**config.mk**
```make
export PLATFORM = sky130hd
export DESIGN_NAME = horizon_column_renderer_with_text
export DESIGN_NICKNAME = d
export VERILOG_FILES = /design/src/design/hcr_pkg.sv /design/src/design/horizon_column_renderer_with_text.sv /design/src/design/hcr_front.sv /design/src/design/hcr_queue.sv /design/src/design/hcr_back.sv
export SDC_FILE = /design/constraint.sdc
export NUM_CORES = 1
export LEC_CHECK = 0
export BUFFER_PORTS_ARGS = -buffer_cell sky130_fd_sc_hd__buf_2
export CAP_MARGIN = 25
export CELL_PAD_IN_SITES_DETAIL_PLACEMENT = 1
export CELL_PAD_IN_SITES_GLOBAL_PLACEMENT = 2
export CORE_MARGIN = 10
export CORE_UTILIZATION = 44
export CTS_BUF_LIST = sky130_fd_sc_hd__clkbuf_4
export CTS_CLUSTER_SIZE = 24
export DETAILED_ROUTE_END_ITERATION = 7
export PLACE_DENSITY = 0.9
export SLEW_MARGIN = 20
export SYNTH_ARGS = -nofsm -noshare
export SYNTH_HDL_FRONTEND = slang
export SYNTH_SLANG_ARGS = --single-unit
```
**constraint.sdc**
```tcl
create_clock -name clk -period 6.92 [get_ports clk]
set_clock_uncertainty 0.2 [all_clocks]
set_input_delay 0.346 -clock clk [delete_from_list [all_inputs] [get_ports clk]]
set_output_delay 0.346 -clock clk [all_outputs]
set_load 0.1 [all_outputs]
```
**src/design/hcr_pkg.sv**
```systemverilog
// Types, constants and helper functions of the horizon column renderer.
`default_nettype none

package hcr_pkg;

    localparam int SCREEN_ROWS_DEF  = 128;
    localparam int TEXT_ROWS_DEF    = 7;
    localparam int TEXT_COLUMNS_DEF = 6;
    localparam int COL_MAX          = 6;

    localparam int QUEUE_DEPTH = 2;
    localparam int QPTR_W      = $clog2(QUEUE_DEPTH);
    localparam int QCNT_W      = $clog2(QUEUE_DEPTH + 1);

    localparam logic [15:0] SKY        = 16'h3F73;
    localparam logic [15:0] GROUND     = 16'hC563;
    localparam logic [15:0] MARKER     = 16'hE0FF;
    localparam logic [15:0] TXT_WHITE  = 16'hFFFF;
    localparam logic [15:0] TXT_CYAN   = 16'hFF07;
    localparam logic [15:0] TXT_YELLOW = 16'hE0FF;
    localparam logic [15:0] TXT_RED    = 16'h00F8;

    localparam logic [1:0] CI_WHITE  = 2'd0;
    localparam logic [1:0] CI_CYAN   = 2'd1;
    localparam logic [1:0] CI_YELLOW = 2'd2;
    localparam logic [1:0] CI_RED    = 2'd3;

    localparam logic [3:0] GLYPH_MINUS = 4'd10;
    localparam logic [3:0] GLYPH_DOT   = 4'd11;
    localparam logic [3:0] GLYPH_BLANK = 4'd15;

    localparam logic [6:0] MARKER_FIRST = 7'd56;
    localparam logic [6:0] MARKER_LAST  = 7'd72;
    localparam logic [6:0] MARKER_BASE  = 7'd64;

    localparam logic [15:0] PRINT_MOD   = 16'd10000;
    localparam logic [13:0] PLACE_1000  = 14'd1000;
    localparam logic [13:0] PLACE_100   = 14'd100;
    localparam logic [13:0] PLACE_10    = 14'd10;
    localparam logic [1:0]  STEP_LAST   = 2'd2;

    localparam int FONT_ENTRIES = 48;
    localparam logic [4:0] FONT_SLICES [FONT_ENTRIES] = '{
        5'h0E, 5'h11, 5'h11, 5'h0E, 5'h12, 5'h1F, 5'h10, 5'h00,
        5'h12, 5'h19, 5'h15, 5'h12, 5'h11, 5'h11, 5'h15, 5'h0A,
        5'h07, 5'h04, 5'h1F, 5'h04, 5'h17, 5'h15, 5'h15, 5'h09,
        5'h0E, 5'h15, 5'h15, 5'h09, 5'h11, 5'h09, 5'h05, 5'h03,
        5'h0A, 5'h15, 5'h15, 5'h0A, 5'h02, 5'h05, 5'h15, 5'h0E,
        5'h04, 5'h04, 5'h04, 5'h04, 5'h00, 5'h10, 5'h10, 5'h00
    };

    typedef logic [5:0] hcr_cell_t;

    typedef enum logic {KIND_PRINT, KIND_RENDER} hcr_kind_t;

    typedef enum logic [1:0] {HZ_SPLIT, HZ_SKY, HZ_GROUND} hcr_hz_t;

    typedef enum logic [1:0] {F_IDLE, F_MOD, F_DIGIT, F_PUSH} hcr_front_state_t;

    typedef enum logic {B_IDLE, B_RENDER} hcr_back_state_t;

    typedef struct packed {
        hcr_kind_t                  kind;
        logic [2:0]                 row;
        hcr_cell_t [COL_MAX-1:0]    cells;
        logic [6:0]                 top;
        logic [6:0]                 bottom;
        hcr_hz_t                    hz_mode;
        logic [6:0]                 hz_row;
        logic                       text_on;
        logic [2:0]                 tcol;
        logic [1:0]                 slice;
        logic                       marker_on;
        logic [6:0]                 marker_row;
    } hcr_cmd_t;

    function automatic logic [4:0] font_slice(input logic [3:0] g, input logic [1:0] s);
        logic [4:0] bits;
        bits = 5'd0;
        if (g <= GLYPH_DOT)
        begin
            bits = FONT_SLICES[{g, s}];
        end
        return bits;
    endfunction

    function automatic logic [15:0] text_colour(input logic [1:0] ci);
        logic [15:0] c;
        case (ci)
            CI_WHITE:  c = TXT_WHITE;
            CI_CYAN:   c = TXT_CYAN;
            CI_YELLOW: c = TXT_YELLOW;
            CI_RED:    c = TXT_RED;
            default:   c = TXT_WHITE;
        endcase
        return c;
    endfunction

    // The marker bulges downward by up to three rows around its center column.
    function automatic logic [6:0] marker_row_of(input logic [4:0] offset);
        logic [6:0] r;
        case (offset)
            5'd6, 5'd10: r = MARKER_BASE + 7'd1;
            5'd7, 5'd9:  r = MARKER_BASE + 7'd2;
            5'd8:        r = MARKER_BASE + 7'd3;
            default:     r = MARKER_BASE;
        endcase
        return r;
    endfunction

    function automatic logic [15:0] pixel_colour(input logic [6:0] y, input hcr_cmd_t cmd,
                                                 input hcr_cell_t glyph_cell, input logic hit);
        logic [15:0] c;
        logic [7:0]  bits;
        case (cmd.hz_mode)
            HZ_SKY:    c = SKY;
            HZ_GROUND: c = GROUND;
            default:   c = (y < cmd.hz_row) ? SKY : GROUND;
        endcase
        bits = {3'b000, font_slice(glyph_cell[3:0], cmd.slice)};
        if (hit && bits[y[2:0]])
        begin
            c = text_colour(glyph_cell[5:4]);
        end
        if (cmd.marker_on && (y == cmd.marker_row))
        begin
            c = MARKER;
        end
        return c;
    endfunction

endpackage

`default_nettype wire

```
**src/design/horizon_column_renderer_with_text.sv**
```systemverilog
// Top level of the horizon column renderer with its small text overlay.
//
// One input channel takes requests: a print request stores a value as six glyphs
// in one text row and gives no output; a render request builds one display column
// and sends the changed row window as pixel pairs on the output channel.
// Both channels use valid and stall; a request moves when valid is high and stall low.
// The front part takes no new request until it has pushed the last one into the queue,
// working out a print's digits one per cycle; a two-entry queue lets it run ahead of the back.
// The back part sends one pixel pair per cycle while out_stall is low; a column is
// ceil((window_bottom - window_top + 1) / 2) pairs, 64 for a full repaint, and the
// next request is taken from the queue in the idle state after the last pair.
// A render command passes the queue, then the back's read stage and output registers.
// A print is written to the text store at the edge at which the back part takes it,
// so a following render always sees it.
// When out_stall is high the output pair holds and the pipeline behind it fills;
// the queue then fills and in_stall rises. Reset empties the queue and pipeline and
// marks every text row blank; no clearing pass is needed.
`default_nettype none

module horizon_column_renderer_with_text
    import hcr_pkg::*;
#(
    parameter int SCREEN_ROWS  = SCREEN_ROWS_DEF,
    parameter int TEXT_ROWS    = TEXT_ROWS_DEF,
    parameter int TEXT_COLUMNS = TEXT_COLUMNS_DEF
)
(
    input  wire               clk,
    input  wire               rst_n,
    input  wire               in_valid,
    output logic              in_stall,
    input  wire               action,
    input  wire  [2:0]        text_row,
    input  wire  [1:0]        colour_index,
    input  wire signed [15:0] value_hundredths,
    input  wire  [6:0]        column,
    input  wire signed [15:0] new_intercept,
    input  wire signed [15:0] old_intercept,
    input  wire               full_repaint,
    output logic              out_valid,
    input  wire               out_stall,
    output logic [6:0]        window_top,
    output logic [6:0]        window_bottom,
    output logic [6:0]        pixel_row,
    output logic [15:0]       colour_first,
    output logic [15:0]       colour_second,
    output logic              second_valid,
    output logic              last
);

    logic      q_push;
    logic      q_full;
    logic      q_valid;
    logic      q_pop;
    hcr_cmd_t  q_wdata;
    hcr_cmd_t  q_rdata;

    hcr_front #(
        .SCREEN_ROWS  (SCREEN_ROWS),
        .TEXT_ROWS    (TEXT_ROWS),
        .TEXT_COLUMNS (TEXT_COLUMNS)
    ) u_front (
        .clk              (clk),
        .rst_n            (rst_n),
        .in_valid         (in_valid),
        .in_stall         (in_stall),
        .action           (action),
        .text_row         (text_row),
        .colour_index     (colour_index),
        .value_hundredths (value_hundredths),
        .column           (column),
        .new_intercept    (new_intercept),
        .old_intercept    (old_intercept),
        .full_repaint     (full_repaint),
        .q_push           (q_push),
        .q_wdata          (q_wdata),
        .q_full           (q_full)
    );

    hcr_queue u_queue (
        .clk    (clk),
        .rst_n  (rst_n),
        .push   (q_push),
        .wdata  (q_wdata),
        .full   (q_full),
        .pop    (q_pop),
        .rvalid (q_valid),
        .rdata  (q_rdata)
    );

    hcr_back #(
        .SCREEN_ROWS  (SCREEN_ROWS),
        .TEXT_ROWS    (TEXT_ROWS),
        .TEXT_COLUMNS (TEXT_COLUMNS)
    ) u_back (
        .clk           (clk),
        .rst_n         (rst_n),
        .q_valid       (q_valid),
        .q_rdata       (q_rdata),
        .q_pop         (q_pop),
        .out_valid     (out_valid),
        .out_stall     (out_stall),
        .window_top    (window_top),
        .window_bottom (window_bottom),
        .pixel_row     (pixel_row),
        .colour_first  (colour_first),
        .colour_second (colour_second),
        .second_valid  (second_valid),
        .last          (last)
    );

endmodule

`default_nettype wire

```
**src/design/hcr_front.sv**
```systemverilog
// Front part: accepts requests, converts printed values to digits, builds print and render commands.
`default_nettype none

module hcr_front
    import hcr_pkg::*;
#(
    parameter int SCREEN_ROWS  = SCREEN_ROWS_DEF,
    parameter int TEXT_ROWS    = TEXT_ROWS_DEF,
    parameter int TEXT_COLUMNS = TEXT_COLUMNS_DEF
)
(
    input  wire               clk,
    input  wire               rst_n,
    input  wire               in_valid,
    output logic              in_stall,
    input  wire               action,
    input  wire  [2:0]        text_row,
    input  wire  [1:0]        colour_index,
    input  wire signed [15:0] value_hundredths,
    input  wire  [6:0]        column,
    input  wire signed [15:0] new_intercept,
    input  wire signed [15:0] old_intercept,
    input  wire               full_repaint,
    output logic              q_push,
    output hcr_cmd_t          q_wdata,
    input  wire               q_full
);

    localparam logic signed [15:0] ROW_MAX_S = 16'(SCREEN_ROWS - 1);
    localparam logic [6:0]         ROW_MAX_U = 7'(SCREEN_ROWS - 1);
    localparam logic [6:0]         TEXT_X_END = 7'(TEXT_COLUMNS * 5);

    hcr_front_state_t state_reg, state_next;

    hcr_kind_t          kind_reg;
    logic [2:0]         row_reg;
    logic [1:0]         colour_reg;
    logic signed [15:0] value_reg;
    logic [6:0]         column_reg;
    logic signed [15:0] yn_reg;
    logic signed [15:0] yo_reg;
    logic               full_reg;
    logic [13:0]        rem_reg, rem_next;
    logic [1:0]         step_reg, step_next;
    logic [2:0][3:0]    digits_reg, digits_next;
    logic               capture;

    always_ff @(posedge clk or negedge rst_n)
    begin
        if (!rst_n)
        begin
            state_reg <= F_IDLE;
        end
        else
        begin
            state_reg <= state_next;
        end
    end

    always_ff @(posedge clk)
    begin
        if (capture)
        begin
            kind_reg   <= action ? KIND_RENDER : KIND_PRINT;
            row_reg    <= text_row;
            colour_reg <= colour_index;
            value_reg  <= value_hundredths;
            column_reg <= column;
            yn_reg     <= new_intercept;
            yo_reg     <= old_intercept;
            full_reg   <= full_repaint;
        end
        rem_reg    <= rem_next;
        step_reg   <= step_next;
        digits_reg <= digits_next;
    end

    always_comb
    begin
        logic [15:0] mag;
        logic [13:0] thr;
        logic [13:0] sub;
        logic [3:0]  dig;
        state_next  = state_reg;
        rem_next    = rem_reg;
        step_next   = step_reg;
        digits_next = digits_reg;
        capture     = 1'b0;
        q_push      = 1'b0;
        in_stall    = (state_reg != F_IDLE);
        mag         = value_reg[15] ? (~value_reg + 16'd1) : value_reg;
        thr         = 14'd0;
        sub         = 14'd0;
        dig         = 4'd0;
        case (state_reg)
            F_IDLE:
            begin
                if (in_valid)
                begin
                    capture = 1'b1;
                    if (action)
                    begin
                        state_next = F_PUSH;
                    end
                    else if ({1'b0, text_row} < 4'(TEXT_ROWS))
                    begin
                        state_next = F_MOD;
                    end
                end
            end
            F_MOD:
            begin
                if (mag >= 16'(3 * PRINT_MOD))
                begin
                    rem_next = 14'(mag - 16'(3 * PRINT_MOD));
                end
                else if (mag >= 16'(2 * PRINT_MOD))
                begin
                    rem_next = 14'(mag - 16'(2 * PRINT_MOD));
                end
                else if (mag >= PRINT_MOD)
                begin
                    rem_next = 14'(mag - PRINT_MOD);
                end
                else
                begin
                    rem_next = 14'(mag);
                end
                step_next  = 2'd0;
                state_next = F_DIGIT;
            end
            F_DIGIT:
            begin
                for (int k = 1; k < 10; k++)
                begin
                    case (step_reg)
                        2'd0:    thr = 14'(k * PLACE_1000);
                        2'd1:    thr = 14'(k * PLACE_100);
                        default: thr = 14'(k * PLACE_10);
                    endcase
                    if (rem_reg >= thr)
                    begin
                        dig = 4'(k);
                        sub = thr;
                    end
                end
                rem_next              = rem_reg - sub;
                digits_next[step_reg] = dig;
                step_next             = step_reg + 2'd1;
                if (step_reg == STEP_LAST)
                begin
                    state_next = F_PUSH;
                end
            end
            F_PUSH:
            begin
                if (!q_full)
                begin
                    q_push     = 1'b1;
                    state_next = F_IDLE;
                end
            end
            default:
            begin
                state_next = F_IDLE;
            end
        endcase
    end

    always_comb
    begin
        logic signed [15:0] lo;
        logic signed [15:0] hi;
        logic [6:0]         top_c;
        logic [6:0]         bottom_c;
        logic [6:0]         base;
        logic [6:0]         slice7;
        logic [2:0]         tcol;
        logic               in_text;
        logic [3:0]         d3;
        logic [3:0]         d2;
        lo = (yn_reg < yo_reg) ? yn_reg : yo_reg;
        hi = (yn_reg < yo_reg) ? yo_reg : yn_reg;
        top_c    = (lo < 0) ? 7'd0 : ((lo > ROW_MAX_S) ? ROW_MAX_U : lo[6:0]);
        bottom_c = (hi < 0) ? 7'd0 : ((hi > ROW_MAX_S) ? ROW_MAX_U : hi[6:0]);
        base = 7'd0;
        tcol = 3'd0;
        for (int k = 1; k < COL_MAX; k++)
        begin
            if (column_reg >= 7'(5 * k))
            begin
                tcol = 3'(k);
                base = 7'(5 * k);
            end
        end
        slice7  = column_reg - base;
        in_text = (column_reg < TEXT_X_END);
        d3 = digits_reg[0];
        d2 = digits_reg[1];

        q_wdata            = '0;
        q_wdata.kind       = kind_reg;
        q_wdata.row        = row_reg;
        q_wdata.cells[0]   = {colour_reg, value_reg[15] ? GLYPH_MINUS : GLYPH_BLANK};
        q_wdata.cells[1]   = {colour_reg, (d3 == 4'd0) ? GLYPH_BLANK : d3};
        q_wdata.cells[2]   = {colour_reg, ((d3 == 4'd0) && (d2 == 4'd0)) ? GLYPH_BLANK : d2};
        q_wdata.cells[3]   = {CI_WHITE, GLYPH_DOT};
        q_wdata.cells[4]   = {colour_reg, digits_reg[2]};
        q_wdata.cells[5]   = {colour_reg, rem_reg[3:0]};
        q_wdata.text_on    = in_text && (slice7 != 7'd4);
        q_wdata.tcol       = tcol;
        q_wdata.slice      = slice7[1:0];
        q_wdata.marker_on  = (column_reg >= MARKER_FIRST) && (column_reg <= MARKER_LAST);
        q_wdata.marker_row = marker_row_of(5'(column_reg - MARKER_FIRST));
        q_wdata.hz_row     = yn_reg[6:0];
        if (yn_reg < 0)
        begin
            q_wdata.hz_mode = HZ_GROUND;
        end
        else if (yn_reg > ROW_MAX_S)
        begin
            q_wdata.hz_mode = HZ_SKY;
        end
        else
        begin
            q_wdata.hz_mode = HZ_SPLIT;
        end
        if (full_reg)
        begin
            q_wdata.top    = 7'd0;
            q_wdata.bottom = ROW_MAX_U;
        end
        else
        begin
            q_wdata.top    = q_wdata.text_on ? 7'd0 : top_c;
            q_wdata.bottom = bottom_c;
        end
    end

endmodule

`default_nettype wire

```
**src/design/hcr_queue.sv**
```systemverilog
// Short command queue between the front and back parts.
`default_nettype none

module hcr_queue
    import hcr_pkg::*;
(
    input  wire       clk,
    input  wire       rst_n,
    input  wire       push,
    input  hcr_cmd_t  wdata,
    output logic      full,
    input  wire       pop,
    output logic      rvalid,
    output hcr_cmd_t  rdata
);

    hcr_cmd_t           slot_reg [QUEUE_DEPTH];
    logic [QPTR_W-1:0]  wr_ptr_reg;
    logic [QPTR_W-1:0]  rd_ptr_reg;
    logic [QCNT_W-1:0]  count_reg;

    assign full   = (count_reg == QCNT_W'(QUEUE_DEPTH));
    assign rvalid = (count_reg != '0);
    assign rdata  = slot_reg[rd_ptr_reg];

    always_ff @(posedge clk or negedge rst_n)
    begin
        if (!rst_n)
        begin
            wr_ptr_reg <= '0;
            rd_ptr_reg <= '0;
            count_reg  <= '0;
        end
        else
        begin
            if (push)
            begin
                wr_ptr_reg <= wr_ptr_reg + 1'b1;
            end
            if (pop)
            begin
                rd_ptr_reg <= rd_ptr_reg + 1'b1;
            end
            if (push && !pop)
            begin
                count_reg <= count_reg + 1'b1;
            end
            else if (pop && !push)
            begin
                count_reg <= count_reg - 1'b1;
            end
        end
    end

    always_ff @(posedge clk)
    begin
        if (push)
        begin
            slot_reg[wr_ptr_reg] <= wdata;
        end
    end

endmodule

`default_nettype wire

```
**src/design/hcr_back.sv**
```systemverilog
// Back part: holds the text rows and turns render commands into pixel pairs.
`default_nettype none

module hcr_back
    import hcr_pkg::*;
#(
    parameter int SCREEN_ROWS  = SCREEN_ROWS_DEF,
    parameter int TEXT_ROWS    = TEXT_ROWS_DEF,
    parameter int TEXT_COLUMNS = TEXT_COLUMNS_DEF
)
(
    input  wire          clk,
    input  wire          rst_n,
    input  wire          q_valid,
    input  hcr_cmd_t     q_rdata,
    output logic         q_pop,
    output logic         out_valid,
    input  wire          out_stall,
    output logic [6:0]   window_top,
    output logic [6:0]   window_bottom,
    output logic [6:0]   pixel_row,
    output logic [15:0]  colour_first,
    output logic [15:0]  colour_second,
    output logic         second_valid,
    output logic         last
);

    localparam int ROW_AW = (TEXT_ROWS > 1) ? $clog2(TEXT_ROWS) : 1;
    localparam int COL_AW = (TEXT_COLUMNS > 1) ? $clog2(TEXT_COLUMNS) : 1;

    hcr_back_state_t state_reg, state_next;

    hcr_cmd_t    cmd_reg;
    logic        cmd_load;
    logic [7:0]  y_reg, y_next;

    hcr_cell_t [TEXT_COLUMNS-1:0] mem_reg [TEXT_ROWS];
    logic [TEXT_ROWS-1:0]         row_valid_reg;
    logic                         mem_we;
    logic [ROW_AW-1:0]            wr_idx;

    logic                         issue;
    logic [ROW_AW-1:0]            rd_idx0;
    logic [ROW_AW-1:0]            rd_idx1;
    logic                         hit0;
    logic                         hit1;
    logic                         pair_second;
    logic                         pair_last;

    logic                         s1_valid_reg;
    logic [6:0]                   s1_y_reg;
    logic                         s1_second_reg;
    logic                         s1_last_reg;
    logic                         s1_hit0_reg;
    logic                         s1_hit1_reg;
    hcr_cell_t [TEXT_COLUMNS-1:0] rd0_reg;
    hcr_cell_t [TEXT_COLUMNS-1:0] rd1_reg;
    logic                         s1_adv;
    logic                         slot_free;

    logic                         out_valid_reg;
    logic [6:0]                   window_top_reg;
    logic [6:0]                   window_bottom_reg;
    logic [6:0]                   pixel_row_reg;
    logic [15:0]                  colour_first_reg;
    logic [15:0]                  colour_second_reg;
    logic                         second_valid_reg;
    logic                         last_reg;
    logic [15:0]                  colour_first_next;
    logic [15:0]                  colour_second_next;

    assign out_valid     = out_valid_reg;
    assign window_top    = window_top_reg;
    assign window_bottom = window_bottom_reg;
    assign pixel_row     = pixel_row_reg;
    assign colour_first  = colour_first_reg;
    assign colour_second = colour_second_reg;
    assign second_valid  = second_valid_reg;
    assign last          = last_reg;

    assign s1_adv    = s1_valid_reg && (!out_valid_reg || !out_stall);
    assign slot_free = !s1_valid_reg || s1_adv;
    assign wr_idx    = q_rdata.row[ROW_AW-1:0];

    always_comb
    begin
        logic [7:0] y1;
        logic [3:0] row0;
        logic [4:0] row1;
        logic       in0;
        logic       in1;
        y1   = y_reg + 8'd1;
        row0 = y_reg[6:3];
        row1 = y1[7:3];
        in0  = ({1'b0, row0} < 5'(TEXT_ROWS));
        in1  = (row1 < 5'(TEXT_ROWS));
        rd_idx0 = in0 ? row0[ROW_AW-1:0] : '0;
        rd_idx1 = in1 ? row1[ROW_AW-1:0] : '0;
        hit0 = cmd_reg.text_on && in0 && (y_reg[2:0] < 3'd5) && row_valid_reg[rd_idx0];
        hit1 = cmd_reg.text_on && in1 && (y1[2:0] < 3'd5) && row_valid_reg[rd_idx1];
        pair_second = (y1 <= {1'b0, cmd_reg.bottom});
        pair_last   = ((y_reg + 8'd2) > {1'b0, cmd_reg.bottom});
    end

    always_comb
    begin
        state_next = state_reg;
        y_next     = y_reg;
        q_pop      = 1'b0;
        mem_we     = 1'b0;
        cmd_load   = 1'b0;
        issue      = 1'b0;
        case (state_reg)
            B_IDLE:
            begin
                if (q_valid && slot_free)
                begin
                    q_pop = 1'b1;
                    if (q_rdata.kind == KIND_RENDER)
                    begin
                        cmd_load   = 1'b1;
                        y_next     = {1'b0, q_rdata.top};
                        state_next = B_RENDER;
                    end
                    else
                    begin
                        mem_we = 1'b1;
                    end
                end
            end
            B_RENDER:
            begin
                if (slot_free)
                begin
                    issue  = 1'b1;
                    y_next = y_reg + 8'd2;
                    if (pair_last)
                    begin
                        state_next = B_IDLE;
                    end
                end
            end
            default:
            begin
                state_next = B_IDLE;
            end
        endcase
    end

    always_ff @(posedge clk or negedge rst_n)
    begin
        if (!rst_n)
        begin
            state_reg     <= B_IDLE;
            row_valid_reg <= '0;
            s1_valid_reg  <= 1'b0;
            out_valid_reg <= 1'b0;
        end
        else
        begin
            state_reg <= state_next;
            if (mem_we)
            begin
                row_valid_reg[wr_idx] <= 1'b1;
            end
            if (issue)
            begin
                s1_valid_reg <= 1'b1;
            end
            else if (s1_adv)
            begin
                s1_valid_reg <= 1'b0;
            end
            out_valid_reg <= s1_adv || (out_valid_reg && out_stall);
        end
    end

    always_ff @(posedge clk)
    begin
        if (mem_we)
        begin
            mem_reg[wr_idx] <= q_rdata.cells[TEXT_COLUMNS-1:0];
        end
        if (issue)
        begin
            rd0_reg <= mem_reg[rd_idx0];
            rd1_reg <= mem_reg[rd_idx1];
        end
    end

    always_ff @(posedge clk)
    begin
        y_reg <= y_next;
        if (cmd_load)
        begin
            cmd_reg <= q_rdata;
        end
        if (issue)
        begin
            s1_y_reg      <= y_reg[6:0];
            s1_second_reg <= pair_second;
            s1_last_reg   <= pair_last;
            s1_hit0_reg   <= hit0;
            s1_hit1_reg   <= hit1;
        end
        if (s1_adv)
        begin
            window_top_reg    <= cmd_reg.top;
            window_bottom_reg <= cmd_reg.bottom;
            pixel_row_reg     <= s1_y_reg;
            colour_first_reg  <= colour_first_next;
            colour_second_reg <= colour_second_next;
            second_valid_reg  <= s1_second_reg;
            last_reg          <= s1_last_reg;
        end
    end

    always_comb
    begin
        hcr_cell_t c0;
        hcr_cell_t c1;
        c0 = rd0_reg[cmd_reg.tcol[COL_AW-1:0]];
        c1 = rd1_reg[cmd_reg.tcol[COL_AW-1:0]];
        colour_first_next  = pixel_colour(s1_y_reg, cmd_reg, c0, s1_hit0_reg);
        colour_second_next = s1_second_reg ?
                             pixel_colour(s1_y_reg + 7'd1, cmd_reg, c1, s1_hit1_reg) : 16'h0000;
    end

endmodule

`default_nettype wire

```
# ---- Word level (Yosys, flattened, before mapping)
# Memories as Yosys holds them, arrays and structs flattened. A register that Yosys moved wholly into a read port is not among the register bits.
# Cells that the tools add are included.
dict set report word_totals {
  regBits 217
  ramBits 382
  mem_bits_ro 640
  in_bits 66
  out_inout_bits 57
  wordCells 329
  mem_count 4
}
# memory words word_bits read_ports rd_clocked_by_memory_dff wr line_no
set memory_table {}
lappend memory_table {{(no name shown)} 64 5 1 0 0 hcr_pkg.sv:82} ;# bits = FONT_SLICES[{g, s}];
lappend memory_table {{(no name shown)} 64 5 1 0 0 hcr_pkg.sv:82}
lappend memory_table {u_back.mem_reg 7 36 2 2 1 hcr_back.sv:37} ;# hcr_cell_t [TEXT_COLUMNS-1:0] mem_reg [TEXT_ROWS];
lappend memory_table {u_queue.slot_reg 2 65 1 0 1 hcr_queue.sv:17} ;# hcr_cmd_t slot_reg [QUEUE_DEPTH];
dict set report classes {
  n_addsub 15
  magnitude_cmp 49
  eq_ne 29
  n_mux 138
  bitwise 6
  reduce_logical 44
}
# op count
set op_table {}
lappend op_table {{$mux 14} 23}
lappend op_table {{$mux 16} 8}
lappend op_table {{$pmux 16 s4} 2}
lappend op_table {{$ge 14x14->1} 9}
lappend op_table {{$pmux 13 s2} 4}
lappend op_table {{$pmux 16 s2} 2}
lappend op_table {{$mux 7} 9}
lappend op_table {{$pmux 14 s2} 2}
lappend op_table {{$gt 16x8->1 const B} 3}
lappend op_table {{$lt 16x1->1 const B} 3}
lappend op_table {{$pmux 12 s2} 2}
lappend op_table {{$bmux 6 s3} 2}
lappend op_table {{$ge 16x15->1 const B} 2}
lappend op_table {{$mux 1} 31}
lappend op_table {{$mux 3} 10}
lappend op_table {{$mux 5} 6}
lappend op_table {{$sub 14x14->14 const B} 2}
lappend op_table {{$lt 3x4->1 const B} 6}
lappend op_table {{$mux 2} 12}
lappend op_table {{$mux 4} 6}
lappend op_table {{$mux 8} 3}
lappend op_table {{$pmux 11 s2} 1}
lappend op_table {{$logic_and 1x1->1} 20}
lappend op_table {{$pmux 10 s2} 1}
lappend op_table {{other kinds (61)} 112}

# ---- Logic depth before layout (Yosys ltp)
dict set report logic_depth {
  ltp_word 16
  ltp_mapped 27
  depth_no_buf 25
}

# ---- Hierarchy
# From an unflattened synthesis, not the netlist that was laid out.
dict set report hier_totals {
  cells_unflattened 2811
  area_unflattened_um2 34352.9
}
# mod n_inst cells_each area_per_inst_um2 seq_area_each_um2
set by_module_without_submodules {}
lappend by_module_without_submodules {hcr_back 1 1666 20299.5 12892.4}
lappend by_module_without_submodules {hcr_front 1 889 8227.9 2752.6}
lappend by_module_without_submodules {hcr_queue 1 256 5825.6 4724.5}

# ---- Worst setup path after synthesis
# OpenSTA, ideal clock, no wires.
dict set report synth_timing {
  kind {register to register}
  start {register u_front.step_reg[1]}
  end {register u_front.rem_reg[13] (data pin)}
  setup_time_ps 270
  arrival_time_ps 5778
  t_required_ps 6450
  path_slack_ps 672
  stages_incl_launch_ff 26
  n_path_buf 3
  synth_period_minus_slack_ps 6248
  path_cell_list {edfxtp_1 -> inv_1 -> ha_1 -> clkbuf_1 -> inv_1 -> ha_1 -> clkbuf_1 -> a311o_1 -> a2111oi_0 -> and3_1 -> clkbuf_1 -> o21ai_0 -> o21ai_0 -> nand2_1 -> and3_1 -> o32a_1 -> fa_1 -> a21o_1 -> a21o_1 -> a2111oi_0 -> o31ai_1 -> o21ai_0 -> nand2b_1 -> a21oi_1 -> xnor2_1 -> mux2i_1}
}
dict set report synth_between {
  elab_chain_cells 16
  elab_cells_between_ends 41
  cone_classes {add/sub (1); order compare (9); eq/ne (1); mux (29); reduce/logical (1)}
}
# item line_no
set synth_lines {}
lappend synth_lines {{from (decl)} hcr_front.sv:44} ;# logic [1:0] step_reg, step_next;
lappend synth_lines {{from (signal assigned)} hcr_front.sv:74} ;# step_reg <= step_next;
lappend synth_lines {{$eq 2x1->1 / $logic_not 2->1 (equally long branches)} hcr_front.sv:136} ;# case (step_reg)
lappend synth_lines {{$pmux 10 s2} hcr_front.sv:136}
lappend synth_lines {{$mux 14} hcr_front.sv:95} ;# case (state_reg)
lappend synth_lines {{$ge 14x14->1} hcr_front.sv:141} ;# if (rem_reg >= thr)
lappend synth_lines {{$mux 14 (8 in series)} hcr_front.sv:141}
lappend synth_lines {{$mux 14 (*)} hcr_front.sv:141}
lappend synth_lines {{$mux 14 (*)} hcr_front.sv:95}
lappend synth_lines {{$sub 14x14->14 (*)} hcr_front.sv:147} ;# rem_next = rem_reg - sub;
lappend synth_lines {{$pmux 14 s2 (*)} hcr_front.sv:95}
lappend synth_lines {{net u_front.rem_next[13]} hcr_front.sv:43} ;# logic [13:0] rem_reg, rem_next;
lappend synth_lines {{to (signal assigned)} hcr_front.sv:73} ;# rem_reg <= rem_next;
lappend synth_lines {{to (decl)} hcr_front.sv:43}
# Mark *: on every way through the listed nets, which the timed path passes. The rest lies on a longest branch. The select of a mux whose other input is x is not followed.
# A chain may end at the register's enable or synchronous reset.

# ---- Final worst setup path
# Same ends and word-level chain as after synthesis.

==> impl_metrics.tcl <==
set metrics [dict create \
    multi_input_area_sq_um 10500 \
    cts_tree "yes" \
    r2r_cells 25 \
    setup_viol 0 \
    synth_top_flop_cell "edfxtp_1" \
    max_freq_ghz 0.158 \
    die_area_sq_um 68300 \
    drc 0 \
    reg2reg_from "u_front.step_reg[1]" \
    row_count 88 \
    initial_utilization 0.444 \
    syn_area_sq_um 25600 \
    maxSlewHeadroom 0.311 \
    nets 2706 \
    grt_start_max_net_pins 61 \
    drv_cap 0 \
    p_clk_frac 0.153 \
    yosysWarnings 0 \
    seq_area_frac_synth 0.558 \
    syn-instance-count 2194 \
    rsz0062_at_grt "no" \
    num_vias 20566 \
    cts.path.max_buffers 3 \
    final.min_clock_period_ns 6.33 \
    swShare 0.477 \
    mappedNetlistNets 2389 \
    worst-r2r-setup-slack_ns 0.59 \
    p_leak_nw 11.1 \
    clk_pin_slew_ns 0.07 \
    drive_above_1_share 0.201 \
    dr.pass1.iters 5 \
    seqPwrFrac 0.318 \
    intPower_mw 8.60 \
    grt_pass1_wl_mm 135 \
    hold_end "u_back.out_valid" \
    final_cells 3377 \
    coreArea_sq_um 57700 \
    final_antenna_net_count 0 \
    whs_path_depth 3 \
    final_common_cell "edfxtp_1" \
    synth_edf_count 463 \
    port_buffers 122 \
    dpl_cell_area_sq_um 27200 \
    fin_crit_sh 0.915 \
    antenna_found_initial 4 \
    cts.sinks 479 \
    ys_seq_elements 479 \
    comb_power_share 0.529 \
    largest_reg_flops 133 \
    grt_pass1_vias 22198 \
    syn_avg_cell_area_sq_um 11.7 \
    async_flop_share 0.0334 \
    grt_usage 0.257 \
    tightest_slew_ns 1.03 \
    drt-initial-drc-count 1953 \
    cp-end-kind "register" \
    synth.distinct_cells 97 \
    setup_tns_ns 0 \
    die_h_um 261 \
    finalWeightedCongestion 0.858 \
    numCtsBuffers 119 \
    path_max_fanout 11 \
    cp.arrival_ns 6.79 \
    drt-total-wl_mm 88.6 \
    final_area_sq_um 30000 \
    post_cts_buffers 0 \
    ir_drop_mv 0.476 \
    cp-start-kind "register" \
    fp.dieW_um 261 \
    syn_to_final_growth_pct 17.2 \
    fillers 6139 \
    finalHoldViolCount 0 \
    cts_root_buf "clkbuf_4" \
    avgRoutedWirePerCell_um 26.2 \
    status "completed" \
    dp_hpwl_mm 54.8 \
    htreeDepth 3 \
    switchingPower_mw 7.85 \
    maxSlewViolCount 0 \
    critPathKind "reg2reg" \
    final_core_util 0.521 \
    placedCellCount 3026 \
    overflow 0 \
    worstPathRequired_ns 7.37 \
    clk_latency_ns 0.93 \
    via_per_inst 6.09 \
    cellPowerDensity_nw_per_um2 547 \
    cts_resized 0 \
    min_from "out_stall" \
    min_path_type "in2reg" \
    layout_common_cells "edfxtp_1, nand2_1, clkbuf_4" \
    io_pins 123 \
    register_area_sq_um 14300 \
    worst_r2r_endpoint "u_front.rem_reg[13]" \
]
==> power by group through the flow <==
stage | combinational (mW) | clock (mW) | sequential (mW)
after floorplan | 5.43 | 0 | 5.53
after global placement | 8.09 | 0 | 5.20
after detailed placement | 8.40 | 0 | 5.27
after CTS | 8.52 | 2.46 | 5.21
after global routing | 9.37 | 2.70 | 5.30
final | 8.70 | 2.52 | 5.23
==> per-stage QoR <==
stage / total power, mW / setup WS (ns) / hold slack (ns)
after floorplan: 11.0 / 0.672 / -0.150
after global placement: 13.3 / 0.924 / 0.0774
after detailed placement: 13.7 / 0.568 / 0.0989
after CTS: 16.2 / 0.507 / 0.0570
after global routing: 17.4 / 0.218 / 0.112
final: 16.4 / 0.585 / 0.156
==> worst max-delay path, stage by stage, from the launching register on <==
cell and delay, ns:
edfxtp_1 0.39, inv_1 0.18, ha_1 0.22, inv_1 0.13
ha_1 0.39, nor4b_1 0.07, o311ai_0 0.51, a21oi_1 0.19
o311a_1 0.31, a211oi_1 0.27, buf_4 0.24, a21oi_1 0.11
o31ai_1 0.26, ha_1 0.22, inv_1 0.06, fa_1 0.39
a21o_1 0.17, a21o_1 0.20, a2111oi_0 0.47, buf_4 0.19
o31ai_1 0.08, o21ai_0 0.24, nand2b_1 0.10, a21oi_1 0.21
xnor2_1 0.15, mux2i_1 0.10
==> logic make-up after synthesis <==
logic type	after synthesis	synth area share
xor gates and xnor gates	59	0.0210
AOI/OAI and AO/OA	528	0.146
muxes	108	0.0460
and+or+nand+nor	683	0.131
buffers and inverters	207	0.0340
adders and majority gates	130	0.0639
DFF	479	0.558
==> cell usage after synthesis (all sizes together) (16+ instances only) <==
master | instances | area share
a21o | 19 | 0.0056
nand3 | 88 | 0.017
mux2 | 79 | 0.035
xor2 | 18 | 0.0070
nor3 | 30 | 0.0061
and2 | 17 | 0.0041
a21oi | 98 | 0.019
clkbuf | 72 | 0.011
edfxtp | 463 | 0.54
and3 | 20 | 0.0051
nand3b | 16 | 0.0047
ha | 127 | 0.062
nor2 | 133 | 0.020
o21ai | 99 | 0.019
nor4 | 17 | 0.0041
nand2b | 31 | 0.0076
xnor2 | 41 | 0.014
dfrtp | 16 | 0.016
o22ai | 53 | 0.013
or2 | 22 | 0.0054
o31ai | 33 | 0.011
nor2b | 27 | 0.0066
inv | 95 | 0.014
a31oi | 20 | 0.0051
buf | 39 | 0.0093
o211ai | 22 | 0.0064
mux2i | 29 | 0.011
a211oi | 22 | 0.0078
a311o | 21 | 0.0082
nand2 | 227 | 0.033
==> layer usage <==
metal  vias up  global-route usage  routed length [um]
met3       244              0.0414                4760
met4         0               0.121                3760
met1     10438               0.299               34300
met5         -                   0                   0
met2       832               0.459               45700
li1       9052                   -                   -
==> how the worst max path moves through the flow <==
stage,startpoint,end,slack [ns]
floorplan,u_front.step_reg[1],u_front.rem_reg[13],0.67
global placement,u_front.step_reg[1],u_front.rem_reg[13],0.92
detailed placement,u_front.step_reg[1],u_front.rem_reg[13],0.57
CTS,u_front.step_reg[1],u_front.rem_reg[13],0.51
global route,u_front.step_reg[1],u_front.rem_reg[13],0.22
finish,u_front.step_reg[1],u_front.rem_reg[13],0.59
==> cell type report <==
| cell class | instances | share of cell area |
|---|---|---|
| Antenna cell | 5 | 0.000416 |
| Clock buffer | 181 | 0.0452 |
| Clock inverter | 36 | 0.00637 |
| Inverter | 96 | 0.0120 |
| Multi-Input combinational cell | 1508 | 0.350 |
| Sequential cell | 479 | 0.476 |
| Tap cell | 765 | 0.0319 |
| Timing Repair Buffer | 307 | 0.0781 |
==> what timing repair did <==
item | 4_1_cts | 5_1_grt
setup endpoints to repair | 0 | 0
endpoints found under the hold margin | 127 | 0
hold buffers | 128 | 0
(Power assumes the default switching activity.)
